[config.mk]
export PLATFORM = sky130hd
export DESIGN_NAME = swipe_gesture_classifier_core
export DESIGN_NICKNAME = d
export VERILOG_FILES = /design/src/rtl/sgc_pkg.sv /design/src/rtl/swipe_gesture_classifier_core.sv
export VERILOG_INCLUDE_DIRS = /design/src /design/src/rtl
export SDC_FILE = /design/constraint.sdc
export NUM_CORES = 2
export LEC_CHECK = 0
export BUFFER_PORTS_ARGS = -buffer_cell sky130_fd_sc_hd__buf_2
export CELL_PAD_IN_SITES_DETAIL_PLACEMENT = 1
export CELL_PAD_IN_SITES_GLOBAL_PLACEMENT = 1
export CORE_MARGIN = 10
export CORE_UTILIZATION = 47
export DETAILED_ROUTE_END_ITERATION = 10
export PLACE_DENSITY = 0.81
export SLEW_MARGIN = 20
export SYNTH_ARGS = -nofsm -noshare
export SYNTH_HDL_FRONTEND = slang
export SYNTH_SLANG_ARGS = --single-unit
[constraint.sdc]
create_clock -name i_clk -period 10.7 [get_ports i_clk]
set_input_delay 1.07 -clock i_clk [delete_from_list [all_inputs] [get_ports i_clk]]
set_output_delay 1.07 -clock i_clk [all_outputs]
set_load 0.02 [all_outputs]
[src/rtl/swipe_gesture_classifier_core_macros.svh]
// Assertion macros shared by the swipe gesture classifier RTL.
`ifndef SWIPE_GESTURE_CLASSIFIER_CORE_MACROS_SVH
`define SWIPE_GESTURE_CLASSIFIER_CORE_MACROS_SVH

// Same-cycle implication, disabled while reset is asserted.
`define SGC_ASSERT_NOW(label, clk, rst_n, ante, cons, msg) \
    label: assert property (@(posedge clk) disable iff (!(rst_n)) (ante) |-> (cons)) \
        else $error(msg);

// Next-cycle implication, disabled while reset is asserted.
`define SGC_ASSERT_NEXT(label, clk, rst_n, ante, cons, msg) \
    label: assert property (@(posedge clk) disable iff (!(rst_n)) (ante) |=> (cons)) \
        else $error(msg);

`endif

[src/rtl/sgc_pkg.sv]
// Package with codes, widths and defaults of the swipe gesture classifier.
package sgc_pkg;

    // Default datapath widths.
    localparam int COORD_BITS_DEF = 12;
    localparam int TIME_BITS_DEF  = 32;

    // Fixed widths of the configuration registers.
    localparam int MIN_DIST_W  = 12;
    localparam int MAX_DUR_W   = 16;
    localparam int RATIO_W     = 8;
    localparam int MODE_W      = 3;
    localparam int ACTION_W    = 3;
    localparam int KIND_W      = 2;
    localparam int MD_SQ_W     = 2 * MIN_DIST_W;

    // Configuration port.
    localparam int CFG_IDX_W  = 3;
    localparam int CFG_DATA_W = 16;

    localparam logic [CFG_IDX_W-1:0] REG_MIN_DISTANCE   = 3'd0;
    localparam logic [CFG_IDX_W-1:0] REG_MAX_DURATION   = 3'd1;
    localparam logic [CFG_IDX_W-1:0] REG_RATIO_NUM      = 3'd2;
    localparam logic [CFG_IDX_W-1:0] REG_RATIO_DEN      = 3'd3;
    localparam logic [CFG_IDX_W-1:0] REG_UI_MODE        = 3'd4;
    localparam logic [CFG_IDX_W-1:0] REG_INPUT_LOCKED   = 3'd5;
    localparam logic [CFG_IDX_W-1:0] REG_MULTI_CHOICE   = 3'd6;
    localparam logic [CFG_IDX_W-1:0] REG_ON_SUBMIT_CARD = 3'd7;

    // Touch phases.
    localparam logic [KIND_W-1:0] KIND_DOWN   = 2'd0;
    localparam logic [KIND_W-1:0] KIND_MOVE   = 2'd1;
    localparam logic [KIND_W-1:0] KIND_UP     = 2'd2;
    localparam logic [KIND_W-1:0] KIND_CANCEL = 2'd3;

    // Interaction modes.
    localparam logic [MODE_W-1:0] MODE_AMBIENT      = 3'd0;
    localparam logic [MODE_W-1:0] MODE_APPROVAL     = 3'd1;
    localparam logic [MODE_W-1:0] MODE_USER_INPUT   = 3'd2;
    localparam logic [MODE_W-1:0] MODE_TRANSCRIPT   = 3'd3;
    localparam logic [MODE_W-1:0] MODE_AWAITING_ACK = 3'd4;
    localparam logic [MODE_W-1:0] MODE_APPLIED_GLOW = 3'd5;
    localparam logic [MODE_W-1:0] MODE_ERROR_GLOW   = 3'd6;

    // Result actions.
    localparam logic [ACTION_W-1:0] ACT_BROWSE_PREV = 3'd0;
    localparam logic [ACTION_W-1:0] ACT_BROWSE_NEXT = 3'd1;
    localparam logic [ACTION_W-1:0] ACT_APPROVE     = 3'd2;
    localparam logic [ACTION_W-1:0] ACT_DENY        = 3'd3;
    localparam logic [ACTION_W-1:0] ACT_SUBMIT      = 3'd4;
    localparam logic [ACTION_W-1:0] ACT_DISCARD     = 3'd5;
    localparam logic [ACTION_W-1:0] ACT_CANCEL      = 3'd6;
    localparam logic [ACTION_W-1:0] ACT_SELECT      = 3'd7;

    // Context latched when a contact starts and again when it ends.
    typedef struct packed {
        logic [MODE_W-1:0] mode;
        logic              multi;
        logic              submit;
    } t_context;

endpackage

[src/rtl/swipe_gesture_classifier_core.sv]
// Top level of the swipe gesture classifier: input register, one logic pass, result register.
//
// Touch events enter on the input channel (i_in_valid / o_in_stall) with a phase
// (down, move, up, cancel), a position and a millisecond timestamp. A transfer
// happens at a rising edge where i_in_valid is high and o_in_stall is low.
// Classified swipes leave on the output channel (o_out_valid / i_out_stall) as
// one action code; only an up event that ends a qualifying swipe produces one.
// Registers are written through a separate channel (i_cfg_valid / o_cfg_ready)
// that is always ready; write them only while no event is in flight.
//
// Throughput is one event per cycle while the receiver does not stall. After the
// input transfer the event sits in the input register while the contact update,
// deltas, squares, ratio products, compares and the action mapping settle, and
// the result register takes the outcome, which then shows on o_out_valid.
// When the receiver stalls, the result register holds its action and the
// input register can still take one event; o_in_stall rises only once both
// registers are full. Reset (synchronous, active low) empties both registers,
// drops any contact and returns the configuration to its defaults.
`include "swipe_gesture_classifier_core_macros.svh"

module swipe_gesture_classifier_core #(
    parameter int COORD_BITS = sgc_pkg::COORD_BITS_DEF,
    parameter int TIME_BITS  = sgc_pkg::TIME_BITS_DEF
) (
    input  logic                           i_clk,
    input  logic                           i_rst_n,
    // Touch event channel.
    input  logic                           i_in_valid,
    output logic                           o_in_stall,
    input  logic [sgc_pkg::KIND_W-1:0]     i_kind,
    input  logic [COORD_BITS-1:0]          i_pos_x,
    input  logic [COORD_BITS-1:0]          i_pos_y,
    input  logic [TIME_BITS-1:0]           i_time_ms,
    // Action channel.
    output logic                           o_out_valid,
    input  logic                           i_out_stall,
    output logic [sgc_pkg::ACTION_W-1:0]   o_action,
    // Register write channel.
    input  logic                           i_cfg_valid,
    output logic                           o_cfg_ready,
    input  logic [sgc_pkg::CFG_IDX_W-1:0]  i_cfg_index,
    input  logic [sgc_pkg::CFG_DATA_W-1:0] i_cfg_data
);

    localparam int SQ_W   = 2 * COORD_BITS;
    localparam int PROD_W = COORD_BITS + sgc_pkg::RATIO_W;
    localparam int SUM_W  = (SQ_W + 1 > sgc_pkg::MD_SQ_W) ? SQ_W + 1 : sgc_pkg::MD_SQ_W;

    // Configuration registers.
    logic [sgc_pkg::MIN_DIST_W-1:0] r_min_distance;
    logic [sgc_pkg::MAX_DUR_W-1:0]  r_max_duration;
    logic [sgc_pkg::RATIO_W-1:0]    r_ratio_num;
    logic [sgc_pkg::RATIO_W-1:0]    r_ratio_den;
    logic [sgc_pkg::MODE_W-1:0]     r_ui_mode;
    logic                           r_input_locked;
    logic                           r_multi_choice;
    logic                           r_on_submit_card;

    // Zero in a numeric register acts as one.
    logic [sgc_pkg::MIN_DIST_W-1:0] min_dist_eff;
    logic [sgc_pkg::MAX_DUR_W-1:0]  max_dur_eff;
    logic [sgc_pkg::RATIO_W-1:0]    num_eff;
    logic [sgc_pkg::RATIO_W-1:0]    den_eff;
    sgc_pkg::t_context              cfg_ctx;

    // Contact state.
    logic                   r_tracking;
    logic [COORD_BITS-1:0]  r_start_x;
    logic [COORD_BITS-1:0]  r_start_y;
    logic [TIME_BITS-1:0]   r_start_time;
    sgc_pkg::t_context      r_contact;

    // Input register.
    logic                       r_in_v;
    logic [sgc_pkg::KIND_W-1:0] r_in_kind;
    logic [COORD_BITS-1:0]      r_in_x;
    logic [COORD_BITS-1:0]      r_in_y;
    logic [TIME_BITS-1:0]       r_in_t;

    // Result register.
    logic                           r_out_v;
    logic [sgc_pkg::ACTION_W-1:0]   r_action;

    // Handshake: the result register loads when empty or draining, the input
    // register when empty or when its event moves on.
    logic rdy_out;
    logic rdy_in;
    logic in_retire;

    // Single-pass datapath.
    logic                           swipe_right;
    logic                           swipe_up;
    logic [COORD_BITS-1:0]          ax;
    logic [COORD_BITS-1:0]          ay;
    logic [TIME_BITS-1:0]           elapsed;
    logic                           time_ok;
    logic [SQ_W-1:0]                sq_x;
    logic [SQ_W-1:0]                sq_y;
    logic [sgc_pkg::MD_SQ_W-1:0]    md_sq;
    logic [PROD_W-1:0]              ax_den;
    logic [PROD_W-1:0]              ay_num;
    logic [PROD_W-1:0]              ay_den;
    logic [PROD_W-1:0]              ax_num;
    logic                           dist_ok;
    logic                           horiz;
    logic                           vert;
    logic                           map_has;
    logic                           n_out_v;
    logic [sgc_pkg::ACTION_W-1:0]   n_action;

    assign rdy_out   = !r_out_v || !i_out_stall;
    assign rdy_in    = !r_in_v || rdy_out;
    assign in_retire = r_in_v && rdy_out;

    assign o_in_stall  = !rdy_in;
    assign o_out_valid = r_out_v;
    assign o_action    = r_action;
    assign o_cfg_ready = 1'b1;

    assign min_dist_eff = (r_min_distance == '0) ? sgc_pkg::MIN_DIST_W'(1) : r_min_distance;
    assign max_dur_eff  = (r_max_duration == '0) ? sgc_pkg::MAX_DUR_W'(1) : r_max_duration;
    assign num_eff      = (r_ratio_num == '0) ? sgc_pkg::RATIO_W'(1) : r_ratio_num;
    assign den_eff      = (r_ratio_den == '0) ? sgc_pkg::RATIO_W'(1) : r_ratio_den;

    assign cfg_ctx.mode   = r_ui_mode;
    assign cfg_ctx.multi  = r_multi_choice;
    assign cfg_ctx.submit = r_on_submit_card;

    // Configuration writes.
    always_ff @(posedge i_clk) begin
        if (!i_rst_n) begin
            r_min_distance   <= sgc_pkg::MIN_DIST_W'(1);
            r_max_duration   <= sgc_pkg::MAX_DUR_W'(1);
            r_ratio_num      <= sgc_pkg::RATIO_W'(1);
            r_ratio_den      <= sgc_pkg::RATIO_W'(1);
            r_ui_mode        <= sgc_pkg::MODE_AMBIENT;
            r_input_locked   <= 1'b0;
            r_multi_choice   <= 1'b0;
            r_on_submit_card <= 1'b0;
        end else if (i_cfg_valid && o_cfg_ready) begin
            unique case (i_cfg_index)
                sgc_pkg::REG_MIN_DISTANCE: begin
                    r_min_distance <= i_cfg_data[sgc_pkg::MIN_DIST_W-1:0];
                end
                sgc_pkg::REG_MAX_DURATION: begin
                    r_max_duration <= i_cfg_data[sgc_pkg::MAX_DUR_W-1:0];
                end
                sgc_pkg::REG_RATIO_NUM: begin
                    r_ratio_num <= i_cfg_data[sgc_pkg::RATIO_W-1:0];
                end
                sgc_pkg::REG_RATIO_DEN: begin
                    r_ratio_den <= i_cfg_data[sgc_pkg::RATIO_W-1:0];
                end
                sgc_pkg::REG_UI_MODE: begin
                    r_ui_mode <= i_cfg_data[sgc_pkg::MODE_W-1:0];
                end
                sgc_pkg::REG_INPUT_LOCKED: begin
                    r_input_locked <= i_cfg_data[0];
                end
                sgc_pkg::REG_MULTI_CHOICE: begin
                    r_multi_choice <= i_cfg_data[0];
                end
                sgc_pkg::REG_ON_SUBMIT_CARD: begin
                    r_on_submit_card <= i_cfg_data[0];
                end
                default: begin
                end
            endcase
        end
    end

    // Input register: holds the accepted event while the result side is busy.
    always_ff @(posedge i_clk) begin
        if (!i_rst_n) begin
            r_in_v <= 1'b0;
        end else if (rdy_in) begin
            r_in_v <= i_in_valid;
        end
    end

    always_ff @(posedge i_clk) begin
        if (rdy_in) begin
            r_in_kind <= i_kind;
            r_in_x    <= i_pos_x;
            r_in_y    <= i_pos_y;
            r_in_t    <= i_time_ms;
        end
    end

    // One pass from the input register to the result register. The event is
    // judged against the contact state before its own update, so a down event
    // followed directly by an up event sees the new start point.
    always_comb begin
        swipe_right = r_in_x > r_start_x;
        swipe_up    = r_in_y < r_start_y;
        ax          = swipe_right ? r_in_x - r_start_x : r_start_x - r_in_x;
        ay          = swipe_up ? r_start_y - r_in_y : r_in_y - r_start_y;
        elapsed     = r_in_t - r_start_time;
        time_ok     = (r_in_t >= r_start_time) && (elapsed <= TIME_BITS'(max_dur_eff));

        // The squares and ratio products are independent of each other.
        sq_x   = SQ_W'(ax) * SQ_W'(ax);
        sq_y   = SQ_W'(ay) * SQ_W'(ay);
        md_sq  = sgc_pkg::MD_SQ_W'(min_dist_eff) * sgc_pkg::MD_SQ_W'(min_dist_eff);
        ax_den = PROD_W'(ax) * PROD_W'(den_eff);
        ay_num = PROD_W'(ay) * PROD_W'(num_eff);
        ay_den = PROD_W'(ay) * PROD_W'(den_eff);
        ax_num = PROD_W'(ax) * PROD_W'(num_eff);

        dist_ok = (SUM_W'(sq_x) + SUM_W'(sq_y)) >= SUM_W'(md_sq);
        horiz   = ax_den >= ay_num;
        vert    = ay_den >= ax_num;

        // The horizontal axis is tested first; a horizontal swipe in a mode with
        // no side action gives nothing even if the vertical test would pass.
        map_has  = 1'b0;
        n_action = sgc_pkg::ACT_BROWSE_PREV;
        if (horiz) begin
            unique case (r_contact.mode)
                sgc_pkg::MODE_AMBIENT, sgc_pkg::MODE_USER_INPUT: begin
                    map_has  = 1'b1;
                    n_action = swipe_right ? sgc_pkg::ACT_BROWSE_NEXT : sgc_pkg::ACT_BROWSE_PREV;
                end
                sgc_pkg::MODE_APPROVAL: begin
                    map_has  = 1'b1;
                    n_action = swipe_right ? sgc_pkg::ACT_APPROVE : sgc_pkg::ACT_DENY;
                end
                sgc_pkg::MODE_TRANSCRIPT: begin
                    map_has  = 1'b1;
                    n_action = swipe_right ? sgc_pkg::ACT_SUBMIT : sgc_pkg::ACT_DISCARD;
                end
                default: begin
                end
            endcase
        end else if (vert) begin
            if (swipe_up) begin
                if (r_contact.mode == sgc_pkg::MODE_USER_INPUT) begin
                    map_has  = 1'b1;
                    n_action = (r_contact.multi && !r_contact.submit) ?
                               sgc_pkg::ACT_SELECT : sgc_pkg::ACT_SUBMIT;
                end
            end else if ((r_contact.mode == sgc_pkg::MODE_APPROVAL) ||
                         (r_contact.mode == sgc_pkg::MODE_USER_INPUT) ||
                         (r_contact.mode == sgc_pkg::MODE_TRANSCRIPT)) begin
                map_has  = 1'b1;
                n_action = sgc_pkg::ACT_CANCEL;
            end
        end

        n_out_v = r_in_v && (r_in_kind == sgc_pkg::KIND_UP) && r_tracking &&
                  time_ok && dist_ok && map_has;
    end

    always_ff @(posedge i_clk) begin
        if (!i_rst_n) begin
            r_tracking <= 1'b0;
            r_contact  <= '0;
        end else if (in_retire) begin
            unique case (r_in_kind)
                sgc_pkg::KIND_DOWN: begin
                    r_tracking <= !r_input_locked;
                    r_contact  <= cfg_ctx;
                end
                sgc_pkg::KIND_MOVE: begin
                end
                sgc_pkg::KIND_UP, sgc_pkg::KIND_CANCEL: begin
                    r_tracking <= 1'b0;
                    r_contact  <= cfg_ctx;
                end
                default: begin
                end
            endcase
        end
    end

    // Start point only matters while tracking, which only an unlocked down event sets.
    always_ff @(posedge i_clk) begin
        if (in_retire && (r_in_kind == sgc_pkg::KIND_DOWN)) begin
            r_start_x    <= r_in_x;
            r_start_y    <= r_in_y;
            r_start_time <= r_in_t;
        end
    end

    // Result register.
    always_ff @(posedge i_clk) begin
        if (!i_rst_n) begin
            r_out_v <= 1'b0;
        end else if (rdy_out) begin
            r_out_v <= n_out_v;
        end
    end

    always_ff @(posedge i_clk) begin
        if (rdy_out) begin
            r_action <= n_action;
        end
    end

    // The input side stalls only when both registers hold an event.
    `SGC_ASSERT_NOW(a_stall_only_when_full, i_clk, i_rst_n, o_in_stall,
                    r_in_v && r_out_v, "input stalled with a free register")

    // An up event always ends the contact.
    `SGC_ASSERT_NEXT(a_up_drops_contact, i_clk, i_rst_n,
                     in_retire && (r_in_kind == sgc_pkg::KIND_UP), !r_tracking,
                     "tracking survived an up event")

    // An unlocked down event starts tracking at its own position.
    `SGC_ASSERT_NEXT(a_down_starts_contact, i_clk, i_rst_n,
                     in_retire && (r_in_kind == sgc_pkg::KIND_DOWN) && !r_input_locked,
                     r_tracking && (r_start_x == $past(r_in_x)) && (r_start_y == $past(r_in_y)),
                     "down event did not start a contact")

endmodule
Word-level counts from Yosys, hierarchy flattened
Index checks and enable logic that the tools add are counted.
Widths: inputs -> output; s select.
{ "word_totals": {"input_bits": 82, "output_inout_bits": 6, "register_bits": 175, "wordCells": 118} }
{ "op_classes": {"addsub": 6, "n_eq_ne": 12, "reduce_logical": 41, "magnitude_cmp": 7, "n_mux": 23, "multipliers": 7} }
{ "op_table": {"columns": ["op", "count"], "rows": [
  ["$mul 12x8->20", 4],
  ["$mul 12x12->24", 3],
  ["$sub 12x12->12", 4],
  ["$ge 20x20->1", 2],
  ["$mux 12", 3],
  ["$ge 32x32->1", 1],
  ["$le 32x16->1", 1],
  ["$sub 32x32->32", 1],
  ["$add 24x24->25", 1],
  ["$ge 25x24->1", 1],
  ["$reduce_and 2->1", 10],
  ["$logic_not 16->1", 1],
  ["$logic_not 8->1", 2],
  ["$mux 16", 1],
  ["$mux 8", 2],
  ["$mux 3", 5],
  ["$eq 3x2->1 const B", 4],
  ["$eq 3x3->1 const B", 4],
  ["$gt 12x12->1", 1],
  ["$logic_not 12->1", 1],
  ["$lt 12x12->1", 1],
  ["$logic_and 1x1->1", 9],
  ["$mux 1", 9],
  ["$pmux 3 s3", 1],
  ["12 further kinds", 24]
]} }

Depth between registers and ports, before layout
{ "depth": {"ltp_word": 8, "ltp_mapped": 48, "depth_no_buf": 47} }

Worst setup path after synthesis
OpenSTA, ideal clock, no wires.
{ "synth_timing": {"path_kind": "register -> register", "from": "register r_in_x[0]", "to": "register r_out_v, in the netlist o_out_valid", "stages_incl_launch_ff": 44, "t_required_ns": 10.583, "t_arrival_ns": 10.076, "setup_slack_ns": 0.507, "setup_time_ns": 0.117, "period_less_slack_ns": 10.193, "path_cell_list": "edfxtp_1 inv_1 ha_1 inv_1 fa_1 a21o_1 a21oi_1 o21bai_1 a2111oi_2 o31ai_1 nand2_1 buf_2 mux2i_1 a41oi_1 xnor2_1 clkbuf_1 nand2_1 fa_1 (+8 left out) fa_1 inv_1 fa_1 ha_1 o41ai_2 o21ai_1 or4b_1 a31oi_1 o21bai_1 a21oi_1 xnor2_1 ha_1 o21a_1 o221ai_1 o31ai_1 a31oi_1 a31o_2 o21ai_1"} }
{ "synth_between": {"elab_chain_cells": 7, "elab_cells_between_ends": 15} }
{ "synth_lines": {"columns": ["element", "line", "source"], "rows": [
  ["from (decl)", "swipe_gesture_classifier_core.sv:76", "logic [COORD_BITS-1:0] r_in_x;"],
  ["from (signal assigned)", "swipe_gesture_classifier_core.sv:184", "r_in_x <= i_pos_x;"],
  ["$sub 12x12->12 / $gt 12x12->1 (equally long branches)", "swipe_gesture_classifier_core.sv:196, swipe_gesture_classifier_core.sv:194", null],
  ["$mux 12 *", "swipe_gesture_classifier_core.sv:196", "ax = swipe_right ? r_in_x - r_start_x : r_start_x - r_in_x;"],
  ["$mul 12x12->24 / $mul 12x8->20 (equally long branches)", "swipe_gesture_classifier_core.sv:202, swipe_gesture_classifier_core.sv:208", null],
  ["$add 24x24->25 / $ge 20x20->1 (equally long branches)", "swipe_gesture_classifier_core.sv:210, swipe_gesture_classifier_core.sv:212", null],
  ["$ge 25x24->1 / $mux 1 (equally long branches)", "swipe_gesture_classifier_core.sv:210, swipe_gesture_classifier_core.sv:235", null],
  ["$logic_and 1x1->1 / $mux 1 (equally long branches)", "swipe_gesture_classifier_core.sv:251, swipe_gesture_classifier_core.sv:218", null],
  ["$logic_and 1x1->1 *", "swipe_gesture_classifier_core.sv:251", "time_ok && dist_ok && map_has;"],
  ["to (signal assigned)", "swipe_gesture_classifier_core.sv:290", "r_out_v <= n_out_v;"],
  ["to (decl)", "swipe_gesture_classifier_core.sv:81", "logic r_out_v;"]
]} }
Mark *: on every way between the ends. The rest lies on a longest branch, timed or not.
A chain may end at the register's enable or synchronous reset.

Final worst setup path
{ "layout_timing": {"from": "register r_in_x[2]", "to": "register r_out_v, in the netlist o_out_valid"} }
Same word-level chain as after synthesis.

==> impl_metrics.py <==
metrics = {
    "outcome": {
        "run_status": "finished clean",
    },
    "timing": {
        "hold_violations": 0,
        "finalSetupViolCount": 0,
        "skew_ns": 0.0135,
        "slew_violations": 0,
        "tightest_slew_ns": 0.976,
        "timing.fmax_mhz": 96.8,
        "period_share_pct": 96.5,
        "min_period_ns": 10.33,
        "fin_ws_ns": 0.370,
        "slew_headroom_pct": 34.9,
    },
    "clocking": {
        "cts_buffers": 17,
        "cts_tree": "yes",
        "hold_buffers": 0,
        "htree_num_levels": 4,
        "clk_pin_slew_worst_paths_ns": 0.07,
        "root_buffer": "clkbuf_16",
        "numClockSinks": 175,
        "clock_latency_ns": 0.46,
        "cts_buffer_depth": 2,
    },
    "floorplanning": {
        "fp-row-count": 99,
        "core-area_um2": 73300,
        "ioPinCount": 88,
        "design.die.area_um2": 85600,
        "die_h_um": 293,
        "start_util_pct": 47.6,
        "die_w_um": 293,
    },
    "synth": {
        "syn_nets": 4948,
        "synth_area_leaders": "fa_1 (30%), ha_1 (17%), edfxtp_1 (10%), inv_1 (8.4%), nand2_1 (4.7%)",
        "ys_warn_count": 0,
        "synth-edff-count": 117,
        "synth_commonest_cells": "inv_1 (785), fa_1 (526), ha_1 (479)",
        "yosys.area.top_type_share_pct": 30.2,
        "syn_inst": 3861,
        "yosysSeqAreaShare_pct": 13.4,
        "synth_top_area_cell": "fa_1",
        "netlist_area_um2": 34900,
        "yosys_most_used_dff": "edfxtp_1",
        "synthArstFlopShare_pct": 0,
        "ys_ff_latch": 175,
        "synth.distinct_cells": 81,
        "synth.most_common_cell": "inv_1",
        "synth.avg_cell_area_um2": 9.04,
    },
    "layout": {
        "regArea_um2": 4670,
        "area_growth_pct": 8.96,
        "fin_cells": 4910,
        "drive_above_1_share_pct": 8.81,
        "fin_nets": 5024,
        "fillers": 8533,
        "multi_input_area_um2": 27200,
    },
    "global_route": {
        "grt.overflow.total": 0,
        "grt_pass1_vias": 30500,
        "grt_pass1_wl_um": 162000,
        "grt_usage_pct": 23.5,
        "antenna_found_initial": 4,
        "grt_max_degree": 60,
    },
    "setup_path": {
        "crit_top_cell": "fa_1",
        "cp.required_ns": 11.05,
        "crit_slowest_cell": "fa_1",
        "critPathMaxFanout": 5,
        "r2r_setup_slack_ns": 0.37,
        "crit_path_start_kind": "flip-flop",
        "cp-end-kind": "flip-flop",
        "critPathTopFamily": "adder cells",
        "crit_arrival_ns": 10.68,
        "critPathBufInv": 6,
        "worst-setup-path-type": "flip-flop to flip-flop",
        "critPathMaxStageDelay_ns": 0.60,
    },
    "detailed_routing": {
        "ant_nets": 0,
        "via_count": 27200,
        "drtIter0Drc": 1383,
        "drtPass1Iterations": 5,
        "drcViolationCount": 0,
        "vias_per_cell": 5.54,
        "wl_per_cell_um": 20.5,
        "drt_wl_total_um": 101000,
    },
    "place": {
        "gp_congestion": 0.912,
        "dpl_worst_slack_ns": -0.170,
        "place_inst": 4851,
        "port_buffers": 86,
        "post-dp-hpwl_um": 80100,
    },
    "worst_hold_path": {
        "hp-class": "flip-flop to flip-flop",
    },
    "job": {
        "cap_violations": 0,
    },
}
## cell type report
type | instances | share of cell area (%)
Timing Repair Buffer | 205 | 3.77
Sequential cell | 175 | 12.3
Multi-Input combinational cell | 2749 | 71.4
Inverter | 789 | 7.83
Antenna cell | 1 | 0.00658
Clock inverter | 9 | 0.174
Tap cell | 959 | 3.15
Clock buffer | 23 | 1.34
## metrics by stage
| stage | cell area (µm²) | utilization [%] | hold WS [ns] | TNS, ns |
|---|---|---|---|---|
| global placement | 36900 | 50.3 | 0.436 | 0 |
| CTS | 37500 | 51.2 | 0.459 | 0 |
| floorplan | 34900 | - | 0.426 | 0 |
| finish | 38000 | 51.9 | 0.455 | 0 |
| global route | 38000 | 51.9 | 0.464 | -0.115 |
| detailed placement | 36900 | 50.3 | 0.443 | -0.170 |
## sequential cells by signal, indices dropped and copies added (netlist names), 2 cells and up
signal / flops
r_start_time: 32
r_ratio_den: 8
r_ui_mode: 3
r_in_t: 32
r_in_x: 12
r_min_distance: 12
r_in_kind: 2
o_action: 3
r_start_y: 12
r_ratio_num: 8
r_max_duration: 16
r_contact: 5
r_start_x: 12
r_in_y: 12
## worst paths after layout
check	endpoint	cells after the start	start
setup reg to reg	o_out_valid	39	r_in_x[2]
setup / recovery	o_out_valid	39	r_in_x[2]
hold / removal	r_start_time[0]	0	r_in_t[0]
hold reg to reg	r_start_time[0]	0	r_in_t[0]
## layer usage
layer / track usage (%) / vias up / routed length, µm
met2: 42.3 / 642 / 51200
li1: - / 12400 / -
met5: 0 / - / 27
met1: 29.0 / 14000 / 42000
met3: 2.80 / 170 / 4470
met4: 7.46 / 4 / 2860
## cells by family after synthesis
logic type	after synthesis	share of synthesized area, %
AOI/OAI and AO/OA	486	9.23
xor gates and xnor gates	156	3.96
other	1	0.0107
and+or+nand+nor	1063	14.8
muxes	38	1.13
adders and majority gates	1005	47.3
DFF	175	13.4
buffers and inverters	937	10.2
## layout by cell type (no fill, tap or decap), drive strengths merged, types with 42 or more instances in the layout
cell    Yosys  routed
nand2     437     437
xor2       52      52
dfxtp      58      58
a21o       69      69
fa        526     526
nor2b      77      77
o21ai      69      69
a21oi     151     151
edfxtp    117     117
and2      206     206
ha        479     479
nor2      141     141
buf        17     204
inv       787     792
a21boi     42      42
xnor2     104     104
## what timing repair did
| action | in CTS | in global routing |
|---|---|---|
| endpoints found under the setup margin | 1 | 2 |
| gates cloned | 0 | 1 |
| buffers inserted | 3 | 22 |
| resized for setup | 8 | 71 |
| pin swaps | 3 | 26 |
Power is not shown: default switching activity piles up to over one toggle a cycle in this logic, so the estimate is an artifact.
